===== src/rtl/atp_pkg.sv =====
`timescale 1ns / 1ps
// Shared constants and types for the autoscaled trace plotter.
package atp_pkg;

    localparam int WIDTH    = 64;
    localparam int AW       = (WIDTH > 1) ? $clog2(WIDTH) : 1;
    localparam int CW       = $clog2(WIDTH + 1);

    localparam int SAMPLE_W = 8;
    localparam int ROW_W    = 6;
    localparam int LIMIT_W  = 9;
    localparam int DIFF_W   = 8;
    localparam int HEIGHT_W = ROW_W + 1;
    localparam int PROD_W   = 14;
    localparam int STEP_W   = 4;

    localparam int MUL_STEPS = ROW_W;
    localparam int DIV_STEPS = PROD_W;

    localparam logic signed [LIMIT_W-1:0] MIN_INIT = 9'sd255;
    localparam logic signed [LIMIT_W-1:0] MAX_INIT = -9'sd256;

    localparam logic [ROW_W-1:0] TOP_RESET    = 6'd10;
    localparam logic [ROW_W-1:0] BOTTOM_RESET = 6'd62;

    localparam logic REG_TOP_ROW    = 1'b0;
    localparam logic REG_BOTTOM_ROW = 1'b1;

    typedef enum logic [2:0] {
        ST_IDLE,
        ST_SCAN,
        ST_WIDEN,
        ST_READ,
        ST_LAUNCH,
        ST_CALC
    } t_ctl_state;

    typedef enum logic [2:0] {
        SC_IDLE,
        SC_MUL,
        SC_PREP,
        SC_DIV,
        SC_DONE
    } t_scl_state;

endpackage


===== src/rtl/atp_ram.sv =====
`timescale 1ns / 1ps
// Generic single-write, single-read RAM with registered read data.
module atp_ram #(
    parameter int DW    = 8,
    parameter int DEPTH = 64
) (
    input  logic                             i_clk,
    input  logic                             i_we,
    input  logic [$clog2(DEPTH > 1 ? DEPTH : 2)-1:0] i_waddr,
    input  logic [DW-1:0]                    i_wdata,
    input  logic [$clog2(DEPTH > 1 ? DEPTH : 2)-1:0] i_raddr,
    output logic [DW-1:0]                    o_rdata
);

    logic [DW-1:0] r_mem [DEPTH];
    logic [DW-1:0] r_rdata;

    always_ff @(posedge i_clk) begin
        if (i_we) begin
            r_mem[i_waddr] <= i_wdata;
        end
        r_rdata <= r_mem[i_raddr];
    end

    assign o_rdata = r_rdata;

endmodule


===== src/rtl/atp_scaler.sv =====
`timescale 1ns / 1ps
// Bit-serial scaler: shift-add multiply, rounding bias, restoring divide, row offset.
module atp_scaler
    import atp_pkg::*;
(
    input  logic                       i_clk,
    input  logic                       i_rst_n,
    input  logic                       i_start,
    input  logic [DIFF_W-1:0]          i_diff,
    input  logic signed [HEIGHT_W-1:0] i_height,
    input  logic [DIFF_W-1:0]          i_span,
    input  logic [ROW_W-1:0]           i_bottom,
    output logic                       o_done,
    output logic [ROW_W-1:0]           o_row
);

    t_scl_state r_state, n_state;

    logic [PROD_W-1:0]   r_mcand;
    logic [ROW_W-1:0]    r_mplier;
    logic [PROD_W-1:0]   r_acc;
    logic                r_hneg;
    logic                r_qneg;
    logic [DIFF_W-1:0]   r_span;
    logic [ROW_W-1:0]    r_bottom;
    logic [PROD_W-1:0]   r_num;
    logic [DIFF_W-1:0]   r_rem;
    logic [STEP_W-1:0]   r_cnt;

    logic [HEIGHT_W-1:0] w_habs;
    logic [PROD_W-1:0]   w_half;
    logic [DIFF_W:0]     w_shift;
    logic                w_qbit;
    logic                w_last_mul;
    logic                w_last_div;

    assign w_habs     = i_height[HEIGHT_W-1] ? HEIGHT_W'(-i_height) : HEIGHT_W'(i_height);
    assign w_half     = PROD_W'(r_span >> 1);
    assign w_shift    = {r_rem, r_num[PROD_W-1]};
    assign w_qbit     = (w_shift >= {1'b0, r_span});
    assign w_last_mul = (r_cnt == STEP_W'(MUL_STEPS - 1));
    assign w_last_div = (r_cnt == STEP_W'(DIV_STEPS - 1));

    always_comb begin
        n_state = r_state;
        unique case (r_state)
            SC_IDLE: if (i_start) n_state = SC_MUL;
            SC_MUL:  if (w_last_mul) n_state = SC_PREP;
            SC_PREP: n_state = SC_DIV;
            SC_DIV:  if (w_last_div) n_state = SC_DONE;
            SC_DONE: n_state = SC_IDLE;
            default: n_state = SC_IDLE;
        endcase
    end

    always_comb begin
        o_done = 1'b0;
        o_row  = r_bottom;
        unique case (r_state)
            SC_DONE: begin
                o_done = 1'b1;
                o_row  = r_qneg ? r_bottom + r_num[ROW_W-1:0]
                                : r_bottom - r_num[ROW_W-1:0];
            end
            default: begin
                o_done = 1'b0;
            end
        endcase
    end

    always_ff @(posedge i_clk) begin
        if (!i_rst_n) begin
            r_state <= SC_IDLE;
        end else begin
            r_state <= n_state;
        end
    end

    always_ff @(posedge i_clk) begin
        case (r_state)
            SC_IDLE: begin
                if (i_start) begin
                    r_mcand  <= PROD_W'(i_diff);
                    r_mplier <= w_habs[ROW_W-1:0];
                    r_hneg   <= i_height[HEIGHT_W-1];
                    r_acc    <= '0;
                    r_span   <= i_span;
                    r_bottom <= i_bottom;
                    r_cnt    <= '0;
                end
            end
            SC_MUL: begin
                if (r_mplier[0]) begin
                    r_acc <= r_acc + r_mcand;
                end
                r_mcand  <= {r_mcand[PROD_W-2:0], 1'b0};
                r_mplier <= r_mplier >> 1;
                r_cnt    <= r_cnt + 1'b1;
            end
            SC_PREP: begin
                // numerator = +/-product + span/2, split into sign and magnitude
                if (!r_hneg) begin
                    r_num  <= r_acc + w_half;
                    r_qneg <= 1'b0;
                end else if (r_acc >= w_half) begin
                    r_num  <= r_acc - w_half;
                    r_qneg <= 1'b1;
                end else begin
                    r_num  <= w_half - r_acc;
                    r_qneg <= 1'b0;
                end
                r_rem <= '0;
                r_cnt <= '0;
            end
            SC_DIV: begin
                r_rem <= w_qbit ? DIFF_W'(w_shift - {1'b0, r_span}) : w_shift[DIFF_W-1:0];
                r_num <= {r_num[PROD_W-2:0], w_qbit};
                r_cnt <= r_cnt + 1'b1;
            end
            default: begin
                r_cnt <= r_cnt;
            end
        endcase
    end

endmodule


===== src/rtl/autoscaled_trace_plotter.sv =====
`timescale 1ns / 1ps
// Top level of the autoscaled trace plotter: sample ring, control, min/max scan, output.
//
// Items are accepted one per cycle while o_busy is low; samples go into a 64-entry ring
// RAM. An item with final_item set hands over to the plot run and raises o_busy: one
// RAM pass over the kept samples finds the limits and a widen step widens a flat series;
// then each kept point goes through RAM read, launch, 6-step shift-add multiply,
// rounding step, 14-step restoring divide and output, and o_busy stays high until
// the last point's result. Each result shows for exactly one cycle on o_result_valid
// and cannot be held off; the next transaction may be accepted in the cycle the last
// result shows. A final item on an empty log gives its single result the next cycle
// without raising o_busy.
module autoscaled_trace_plotter
    import atp_pkg::*;
(
    input  logic                      i_clk,
    input  logic                      i_rst_n,
    input  logic                      i_start,
    output logic                      o_busy,
    input  logic signed [SAMPLE_W-1:0] i_sample,
    input  logic                      i_sample_valid,
    input  logic                      i_final_item,
    input  logic                      i_cfg_we,
    input  logic                      i_cfg_index,
    input  logic [ROW_W-1:0]          i_cfg_data,
    output logic                      o_result_valid,
    output logic [ROW_W-1:0]          o_column,
    output logic [ROW_W-1:0]          o_row,
    output logic                      o_first_point,
    output logic signed [LIMIT_W-1:0] o_scale_low,
    output logic signed [LIMIT_W-1:0] o_scale_high,
    output logic                      o_log_empty,
    output logic                      o_run_end
);

    t_ctl_state r_state, n_state;

    logic [ROW_W-1:0]          r_top;
    logic [ROW_W-1:0]          r_bottom;
    logic [AW-1:0]             r_wp;
    logic [CW-1:0]             r_kept;
    logic [CW-1:0]             r_n;
    logic [AW-1:0]             r_start_addr;
    logic [AW-1:0]             r_rd_addr;
    logic [CW-1:0]             r_issue;
    logic [CW-1:0]             r_c;
    logic                      r_dvld;
    logic signed [LIMIT_W-1:0] r_min;
    logic signed [LIMIT_W-1:0] r_max;

    logic                      r_out_valid;
    logic [ROW_W-1:0]          r_column;
    logic [ROW_W-1:0]          r_row;
    logic                      r_first;
    logic signed [LIMIT_W-1:0] r_low;
    logic signed [LIMIT_W-1:0] r_high;
    logic                      r_empty;
    logic                      r_end;

    logic                      w_acc;
    logic [AW-1:0]             w_wp_inc;
    logic [AW-1:0]             w_wp_after;
    logic [CW-1:0]             w_kept_after;
    logic [CW:0]               w_start_raw;
    logic [AW-1:0]             w_start;
    logic [AW-1:0]             w_rd_next;
    logic                      w_issue;
    logic                      w_scan_end;
    logic                      w_launch;
    logic                      w_last_pt;
    logic [SAMPLE_W-1:0]       w_rdata;
    logic signed [LIMIT_W-1:0] w_value;
    logic signed [LIMIT_W-1:0] w_diff;
    logic signed [LIMIT_W-1:0] w_span;
    logic signed [HEIGHT_W-1:0] w_height;
    logic [7:0]                w_col_full;
    logic                      w_scl_done;
    logic [ROW_W-1:0]          w_scl_row;

    assign w_acc        = i_start && !o_busy;
    assign w_wp_inc     = (r_wp == AW'(WIDTH - 1)) ? '0 : r_wp + 1'b1;
    assign w_wp_after   = i_sample_valid ? w_wp_inc : r_wp;
    assign w_kept_after = (i_sample_valid && (r_kept < CW'(WIDTH))) ? r_kept + 1'b1 : r_kept;
    assign w_start_raw  = (CW+1)'(w_wp_after) + (CW+1)'(WIDTH) - (CW+1)'(w_kept_after);
    assign w_start      = (w_start_raw >= (CW+1)'(WIDTH)) ? AW'(w_start_raw - (CW+1)'(WIDTH))
                                                          : AW'(w_start_raw);
    assign w_rd_next    = (r_rd_addr == AW'(WIDTH - 1)) ? '0 : r_rd_addr + 1'b1;
    assign w_last_pt    = (r_c == r_n - 1'b1);
    assign w_value      = LIMIT_W'(signed'(w_rdata));
    assign w_diff       = w_value - r_min;
    assign w_span       = r_max - r_min;
    assign w_height     = signed'({1'b0, r_bottom}) - signed'({1'b0, r_top});
    assign w_col_full   = 8'(WIDTH) - 8'(r_n) + 8'(r_c);

    atp_ram #(
        .DW    (SAMPLE_W),
        .DEPTH (WIDTH)
    ) u_ram (
        .i_clk   (i_clk),
        .i_we    (w_acc && i_sample_valid),
        .i_waddr (r_wp),
        .i_wdata (i_sample),
        .i_raddr (r_rd_addr),
        .o_rdata (w_rdata)
    );

    atp_scaler u_scaler (
        .i_clk    (i_clk),
        .i_rst_n  (i_rst_n),
        .i_start  (w_launch),
        .i_diff   (w_diff[DIFF_W-1:0]),
        .i_height (w_height),
        .i_span   (w_span[DIFF_W-1:0]),
        .i_bottom (r_bottom),
        .o_done   (w_scl_done),
        .o_row    (w_scl_row)
    );

    always_comb begin
        n_state = r_state;
        unique case (r_state)
            ST_IDLE:   if (w_acc && i_final_item && (w_kept_after != '0)) n_state = ST_SCAN;
            ST_SCAN:   if (w_scan_end) n_state = ST_WIDEN;
            ST_WIDEN:  n_state = ST_READ;
            ST_READ:   n_state = ST_LAUNCH;
            ST_LAUNCH: n_state = ST_CALC;
            ST_CALC:   if (w_scl_done) n_state = w_last_pt ? ST_IDLE : ST_READ;
            default:   n_state = ST_IDLE;
        endcase
    end

    always_comb begin
        o_busy     = 1'b1;
        w_issue    = 1'b0;
        w_scan_end = 1'b0;
        w_launch   = 1'b0;
        unique case (r_state)
            ST_IDLE: begin
                o_busy = 1'b0;
            end
            ST_SCAN: begin
                w_issue    = (r_issue != r_n);
                w_scan_end = (r_issue == r_n) && !r_dvld;
            end
            ST_LAUNCH: begin
                w_launch = 1'b1;
            end
            default: begin
                o_busy = 1'b1;
            end
        endcase
    end

    always_ff @(posedge i_clk) begin
        if (!i_rst_n) begin
            r_state     <= ST_IDLE;
            r_top       <= TOP_RESET;
            r_bottom    <= BOTTOM_RESET;
            r_wp        <= '0;
            r_kept      <= '0;
            r_dvld      <= 1'b0;
            r_min       <= MIN_INIT;
            r_max       <= MAX_INIT;
            r_out_valid <= 1'b0;
        end else begin
            r_state     <= n_state;
            r_out_valid <= 1'b0;
            r_dvld      <= w_issue;

            if (i_cfg_we) begin
                unique case (i_cfg_index)
                    REG_TOP_ROW:    r_top    <= i_cfg_data;
                    REG_BOTTOM_ROW: r_bottom <= i_cfg_data;
                    default:        r_top    <= r_top;
                endcase
            end

            if (w_acc) begin
                if (!i_final_item) begin
                    r_wp   <= w_wp_after;
                    r_kept <= w_kept_after;
                end else begin
                    r_wp   <= '0;
                    r_kept <= '0;
                    if (w_kept_after == '0) begin
                        r_out_valid <= 1'b1;
                        r_column    <= '0;
                        r_row       <= '0;
                        r_first     <= 1'b0;
                        r_low       <= '0;
                        r_high      <= '0;
                        r_empty     <= 1'b1;
                        r_end       <= 1'b1;
                    end else begin
                        r_n          <= w_kept_after;
                        r_start_addr <= w_start;
                        r_rd_addr    <= w_start;
                        r_issue      <= '0;
                        r_min        <= MIN_INIT;
                        r_max        <= MAX_INIT;
                    end
                end
            end

            if (w_issue) begin
                r_rd_addr <= w_rd_next;
                r_issue   <= r_issue + 1'b1;
            end
            if (r_state == ST_SCAN && r_dvld) begin
                if (w_value < r_min) r_min <= w_value;
                if (w_value > r_max) r_max <= w_value;
            end

            if (r_state == ST_WIDEN) begin
                r_rd_addr <= r_start_addr;
                r_c       <= '0;
                if (r_min == r_max) begin
                    r_min <= r_min - 1'b1;
                    r_max <= r_max + 1'b1;
                end
            end

            if (r_state == ST_CALC && w_scl_done) begin
                r_out_valid <= 1'b1;
                r_column    <= w_col_full[ROW_W-1:0];
                r_row       <= w_scl_row;
                r_first     <= (r_c == '0);
                r_low       <= r_min;
                r_high      <= r_max;
                r_empty     <= 1'b0;
                r_end       <= w_last_pt;
                r_c         <= r_c + 1'b1;
                r_rd_addr   <= w_rd_next;
            end
        end
    end

    assign o_result_valid = r_out_valid;
    assign o_column       = r_column;
    assign o_row          = r_row;
    assign o_first_point  = r_first;
    assign o_scale_low    = r_low;
    assign o_scale_high   = r_high;
    assign o_log_empty    = r_empty;
    assign o_run_end      = r_end;

endmodule

===== config.mk =====
export PLATFORM = sky130hd
export DESIGN_NAME = autoscaled_trace_plotter
export DESIGN_NICKNAME = d
export VERILOG_FILES = /design/src/rtl/atp_pkg.sv /design/src/rtl/atp_ram.sv /design/src/rtl/atp_scaler.sv /design/src/rtl/autoscaled_trace_plotter.sv
export SDC_FILE = /design/constraint.sdc
export NUM_CORES = 1
export LEC_CHECK = 0
export BUFFER_PORTS_ARGS = -buffer_cell sky130_fd_sc_hd__buf_2
export CORE_AREA = 2 2 240 242
export CTS_CLUSTER_DIAMETER = 150
export DETAILED_ROUTE_END_ITERATION = 10
export DIE_AREA = 0 0 242 244
export MAX_ROUTING_LAYER = met4
export PLACE_DENSITY = 0.74
export SYNTH_ARGS = -nofsm -noshare
export SYNTH_HDL_FRONTEND = slang
export SYNTH_SLANG_ARGS = --single-unit

===== constraint.sdc =====
create_clock -name i_clk -period 4.8 [get_ports i_clk]
set_clock_uncertainty 0.2 [all_clocks]
set_input_delay 1.44 -clock i_clk [delete_from_list [all_inputs] [get_ports i_clk]]
set_output_delay 1.44 -clock i_clk [all_outputs]
set_load 0.05 [all_outputs]

After elaboration in Yosys (flattened, before gate mapping)
Memories as Yosys holds them, arrays and structs flattened. A register that Yosys moved wholly into a read port is not among the register bits.
Index checks and enable logic that the tools add are counted.
Widths: inputs -> output; s select.
{ "totals": {"mem_bits_ro": 0, "register_bits": 193, "mem_count": 1, "output_inout_bits": 35, "latchBits": 0, "ramBits": 512} }
{ "classes": {"addsub": 25, "multipliers": 0, "bitwise": 2, "eq_ne": 26, "n_reduce_logical": 39, "n_lt_le_gt_ge": 6, "shift": 0, "n_div": 0, "muxes": 89} }
{ "memory_table": {"columns": ["name", "depth", "width", "rd", "rd_ports_with_merged_regs", "wr", "line", "text"], "rows": [
  ["u_ram.r_mem", 64, 8, 1, 1, 1, "atp_ram.sv:15", "logic [DW-1:0] r_mem [DEPTH];"]
]} }
{ "op_table": {"columns": ["op", "count"], "rows": [
  ["$mux 9", 19],
  ["$mux 6", 20],
  ["$pmux 14 s2", 3],
  ["$mux 14", 5],
  ["$mux 7", 8],
  ["$sub 8x8->8", 3],
  ["$add 7x1->7 const B", 3],
  ["$mux 1", 20],
  ["$mux 3", 6],
  ["$pmux 3 s6", 1],
  ["$pmux 8 s2", 1],
  ["$reduce_and 4->1", 4],
  ["$reduce_bool 2->1", 8],
  ["$add 14x14->14", 1],
  ["$add 14x7->14", 1],
  ["$eq 7x7->1", 2],
  ["$ge 14x7->1", 1],
  ["$logic_not 7->1", 2],
  ["$sub 14x7->14", 1],
  ["$sub 7x14->14", 1],
  ["$add 6x1->6 const B", 2],
  ["$add 6x6->6", 2],
  ["$eq 3x2->1 const B", 4],
  ["$eq 6x6->1 const B", 2],
  ["other kinds (41)", 67]
]} }

Logic depth before layout (Yosys ltp)
{ "logic_depth": {"ltp_word": 13, "depth_mapped": 12} }

By module
From an unflattened synthesis, not the netlist that was laid out.
{ "hier_totals": {"hier_cells": 2303, "area_unflattened_um2": 33091.7} }
{ "modules_own_cells": {"columns": ["mod", "seq_area_each_um2", "area_each_um2", "cells_per_inst", "n_inst"], "rows": [
  ["atp_ram", 15534.9, 20135.6, 919, 1],
  ["autoscaled_trace_plotter", 2942.8, 7151.9, 776, 1],
  ["atp_scaler", 2342.2, 5804.3, 608, 1]
]} }

Least setup slack after synthesis
Ideal clock, no wire load.
{ "synth_path": {"kind": "in2reg", "startpoint": "input port i_sample_valid", "endpoint": "register r_rd_addr[4], data pin", "t_arrival_ns": 3.328, "setup_time_ns": 0.275, "slack_ns": 0.997, "path_stages": 11, "required_time_ns": 4.325, "path_cell_list": "clkbuf_1 -> o21ai_0 -> mux2_2 -> ha_1 -> fa_1 -> inv_1 -> a21o_1 -> a21oi_1 -> xnor2_1 -> a22oi_1 -> o22ai_1"} }
{ "synth_via": {"elab_chain_cells": 11} }
{ "synth_rtl": {"columns": ["item", "line", "text"], "rows": [
  ["start: declaration", "autoscaled_trace_plotter.sv:21", "input logic i_sample_valid,"],
  ["$mux 6 or $logic_and 1x1->1 (tied branches)", "autoscaled_trace_plotter.sv:82, autoscaled_trace_plotter.sv:83", null],
  ["$add 6x7->8 or $mux 7 (tied branches)", "autoscaled_trace_plotter.sv:84, autoscaled_trace_plotter.sv:83", null],
  ["$sub 8x7->8 (*)", "autoscaled_trace_plotter.sv:84", "assign w_start_raw = (CW+1)'(w_wp_after) + (CW+1)'(WIDTH) - (CW+1)'(w_kept_after);"],
  ["$ge 8x7->1 or $sub 6x1->6 (tied branches)", "autoscaled_trace_plotter.sv:85", "assign w_start = (w_start_raw >= (CW+1)'(WIDTH)) ? AW'(w_start_raw - (CW+1)'(WIDTH))"],
  ["$mux 6 (*)", "autoscaled_trace_plotter.sv:85", null],
  ["net w_start[4]", "autoscaled_trace_plotter.sv:65", "logic [AW-1:0] w_start;"],
  ["$mux 6 (*)", "autoscaled_trace_plotter.sv:185", "if (w_kept_after == '0) begin"],
  ["$mux 6 (*)", "autoscaled_trace_plotter.sv:179", "if (!i_final_item) begin"],
  ["$mux 6 (*)", "autoscaled_trace_plotter.sv:178", "if (w_acc) begin"],
  ["$mux 6 (*)", "autoscaled_trace_plotter.sv:205", "if (w_issue) begin"],
  ["$mux 6 (*)", "autoscaled_trace_plotter.sv:214", "if (r_state == ST_WIDEN) begin"],
  ["$mux 6 (*)", "autoscaled_trace_plotter.sv:223", "if (r_state == ST_CALC && w_scl_done) begin"],
  ["end signal: assignment", "autoscaled_trace_plotter.sv:206", "r_rd_addr <= w_rd_next;"],
  ["end signal: assignment", "autoscaled_trace_plotter.sv:215", "r_rd_addr <= r_start_addr;"],
  ["end signal: assignment", "autoscaled_trace_plotter.sv:233", "r_rd_addr <= w_rd_next;"],
  ["end: declaration", "autoscaled_trace_plotter.sv:44", "logic [AW-1:0] r_rd_addr;"]
]} }
The timed path passes the listed nets; every way through them passes the cells marked *. The select of a mux whose other input is x is not followed.
A chain may end at the register's enable or synchronous reset.

Worst setup path after layout
{ "layout_path": {"startpoint": "register r_state[2]", "endpoint": "output port o_busy"} }
{ "layout_via": {"elab_chain_cells": 2} }
{ "layout_rtl": {"columns": ["item", "line", "text"], "rows": [
  ["start: declaration", "autoscaled_trace_plotter.sv:36", "t_ctl_state r_state, n_state;"],
  ["start signal: assignment", "autoscaled_trace_plotter.sv:166", "r_state <= n_state;"],
  ["$logic_not 3->1", "autoscaled_trace_plotter.sv:137", "unique case (r_state)"],
  ["$mux 1", "autoscaled_trace_plotter.sv:137", null],
  ["end: declaration", "autoscaled_trace_plotter.sv:19", "output logic o_busy,"]
]} }
Every way passes these cells.

==> impl_metrics.ini <==
[run_status]
outcome = finished, final reports clean

[final_layout]
finish.instance_area_sq_um = 36100
final_nets = 2374
final_cell_mix = sky130_fd_sc_hd__edfxtp_1 (654), sky130_fd_sc_hd__nor2_1 (200), sky130_fd_sc_hd__mux4_2 (160), sky130_fd_sc_hd__ha_1 (101), sky130_fd_sc_hd__inv_1 (95)
drive_gt1_frac = 0.167
area.growth.synth_to_final_pct = 11.2
finalCoreUtilization = 0.642
nFillCells = 3932
post_layout_nonfiller_instances = 3054
antenna-diode-count = 0
mostFrequentLayoutCell = sky130_fd_sc_hd__edfxtp_1

[global_routing]
antenna_found_initial = 0
grt_pass1_vias = 19000
global_route_wire_length_before_repair_microns = 113000
grtUsageTotal = 0.258
grt_util_met2 = 0.411
most_congested_layer_reported_by_global_routing = met2
maximum_number_of_pins_on_one_net_before_global_route_repair = 65
globalRouteMet1Util = 0.343
grt.met3_usage = 0.0507
global_route.overflow_total = 0

[detailed_routing]
firstDrtPassIters = 5
number_of_vias_after_detailed_routing = 19000
drt_wl_total_microns = 72700
first_iter_violations = 1694
routed_via_density = 6.22
avgRoutedWirePerCell_microns = 23.8
detail_route.drc_violations = 0
antenna_left = 0

[synthesis]
synth_edf_count = 654
yosys_register_bits = 713
cell_count_after_synthesis = 2161
synth-warning-count = 0
synth-seq-area-share = 0.642
synthFlopType = sky130_fd_sc_hd__edfxtp_1
post_synth_instance_area_sq_um = 32400
synthesis.nets = 2294
synthesis.area_per_instance_sq_um = 15.0
async_flop_share = 0
netlist-cell-type-count = 72

[cts]
cts.path.max_buffers = 3
clk_latency_ns = 0.61
cts.sink_count = 713
cts_buffers = 72
postCtsResizedCells = 0
cts_tree = yes
cts_root_buffer_type = sky130_fd_sc_hd__clkbuf_16
path_clk_slew_ns = 0.06
htree_levels = 3
postCtsSetupRepairBufs = 0
cts_hold_repair.buffers = 0

[power_and_ir_drop]
pwr_density_cell_nw_per_um2 = 467
power_leakage_nw = 12.2
worst_ir_drop_vdd_mv = 0.354

[timing]
final-max-slew-violation-count = 0
worstMarginPinSlew_ns = 1.34
worst_slew_margin_rel = 0.108
fin_tns_setup_ns = 0
timing.final.hold_violations = 0
finalWorstPathRequiredPeriod_ns = 3.58
hold_slack_ns = 0.286
setup_repair_after_global_routing_missed_its_margin = false
final_min_period_over_clock_period = 0.745
maxClockFrequency_mhz = 280
final_setup_fails = 0

[worst_setup_path]
ff2ff_path_depth = 9
timing.rr.start = u_scaler.r_span[1]
cp_max_fo = 13
worstReg2RegEnd = u_scaler.r_num[7]
timing.critical_path.slowest_cell_delay_ns = 0.46
list_of_cells_traversed_by_the_critical_path = nor3_1 > inv_1 > buf_2
ff2ff_setup_slack_ns = 1.29
crit_arrival_ns = 1.94
critPathLaunchType = register
cp_data_required_time_ns = 3.16
critical_path.slowest_cell = sky130_fd_sc_hd__dfxtp_1
cp-end-kind = output pin
timing.setup.critical_path_class = register to output pin

[floorplanning]
design.die.area_sq_um = 59000
floorplan_row_count = 87
chipWidth_microns = 242
io_count = 56
die_h_microns = 244
start_util = 0.578
floorplan.core_area_sq_um = 56200

[placement]
dpl.cell_count = 2923
io_buffers = 55
globalplace.congestion = 0.925
place.detailed.hpwl_microns = 48200
place_area_sq_um = 33700

[min_path]
hold_start = r_bottom[5]
worst_hold_endpoint = u_scaler.r_bottom[5]
min-delay-path-class = register to register
holdPathStages = 0

[flow_run]
maxCapViolations = 0
## flip-flops by register name (all words and copies together) (netlist names), 7 cells and up
register / count
r_kept: 7
r_min: 9
r_issue: 7
u_scaler.r_span: 8
u_scaler.r_rem: 8
o_scale_high: 9
o_scale_low: 9
r_max: 9
r_n: 7
u_scaler.r_acc: 14
u_scaler.r_mcand: 14
u_ram.o_rdata: 8
u_scaler.r_num: 14
u_ram.r_mem: 512
r_c: 7
## per-stage QoR
step,worst slack (ns),power [mW]
floorplan,0.997,10.1
global placement,0.657,11.2
detailed placement,0.604,11.3
CTS,1.21,16.9
global route,0.972,17.5
finish,1.22,16.9
## kinds of logic after synthesis
family	Yosys count	share of synthesized area
AO/OA/AOI/OAI	324	0.0645
XOR/XNOR	110	0.0297
adder cells (fa/ha/maj)	112	0.0457
buffers and inverters	188	0.0225
flip-flops	713	0.642
multiplexers	170	0.114
AND/OR/NAND/NOR	544	0.0815
## layout make-up
type	instances	area [sq um]	area share
Timing Repair Buffer	97	691	0.0191
Inverter	97	364	0.0101
Multi-Input combinational cell	1260	10900	0.302
Tap cell	756	946	0.0262
Clock inverter	36	424	0.0118
Sequential cell	713	20800	0.577
Clock buffer	95	1930	0.0535
## per-layer routing
layer | vias to the layer above | wire, microns
met3 | 142 | 6010
li1 | 8497 | -
met4 | 0 | 1930
met2 | 892 | 35300
met5 | - | 0
met1 | 9469 | 29400
## cells in the mapped netlist, types with 8 or more instances
cell	count	area (sq um)
sky130_fd_sc_hd__nand3_1	42	210
sky130_fd_sc_hd__nor4_1	10	62.6
sky130_fd_sc_hd__inv_1	95	357
sky130_fd_sc_hd__nand2b_1	26	163
sky130_fd_sc_hd__and2_1	17	106
sky130_fd_sc_hd__or3_1	11	68.8
sky130_fd_sc_hd__nand2_1	92	345
sky130_fd_sc_hd__o22ai_1	14	87.6
sky130_fd_sc_hd__buf_2	13	65.1
sky130_fd_sc_hd__a21o_1	15	113
sky130_fd_sc_hd__xnor2_1	66	578
sky130_fd_sc_hd__o21a_1	27	203
sky130_fd_sc_hd__fa_1	11	220
sky130_fd_sc_hd__a211oi_1	8	60.1
sky130_fd_sc_hd__clkbuf_1	56	210
sky130_fd_sc_hd__ha_1	101	1260
sky130_fd_sc_hd__buf_1	20	75.1
sky130_fd_sc_hd__a22oi_1	26	195
sky130_fd_sc_hd__a31oi_1	11	68.8
sky130_fd_sc_hd__a21oi_1	71	355
sky130_fd_sc_hd__nor2b_1	29	181
sky130_fd_sc_hd__mux2i_1	8	80.1
sky130_fd_sc_hd__o211ai_1	8	60.1
sky130_fd_sc_hd__or2_2	8	50.1
sky130_fd_sc_hd__mux4_2	160	3600
sky130_fd_sc_hd__nor3_1	41	205
sky130_fd_sc_hd__dfxtp_1	59	1180
sky130_fd_sc_hd__or4_1	8	60.1
sky130_fd_sc_hd__and3_1	11	68.8
sky130_fd_sc_hd__xor2_1	44	385
sky130_fd_sc_hd__o21ai_0	78	390
sky130_fd_sc_hd__nor2_1	201	754
sky130_fd_sc_hd__edfxtp_1	654	19600
sky130_fd_sc_hd__nand4_1	19	119
sky130_fd_sc_hd__o31ai_1	11	82.6
## power breakdown
group / internal (mW) / leakage, nW / switching, mW
logic: 1.78 / 4.68 / 2.07
registers: 7.05 / 6.41 / 0.329
clock network: 3.29 / 1.14 / 2.35
## worst max-delay path, delay by kind of cell (launching register included)
kind,cells,cell delay (ns)
DFF,1,0.46
and+or+nand+nor,1,0.43
buffers and inverters,2,0.43
## worst max-delay path by stage
stage                         startpoint      endpoint
after floorplan           i_sample_valid  r_rd_addr[4]
after global placement    i_sample_valid  r_rd_addr[5]
after detailed placement  i_sample_valid  r_rd_addr[5]
after CTS                     r_state[2]        o_busy
after global routing      i_sample_valid  r_rd_addr[5]
final                         r_state[2]        o_busy
(Power assumes the default switching activity.)
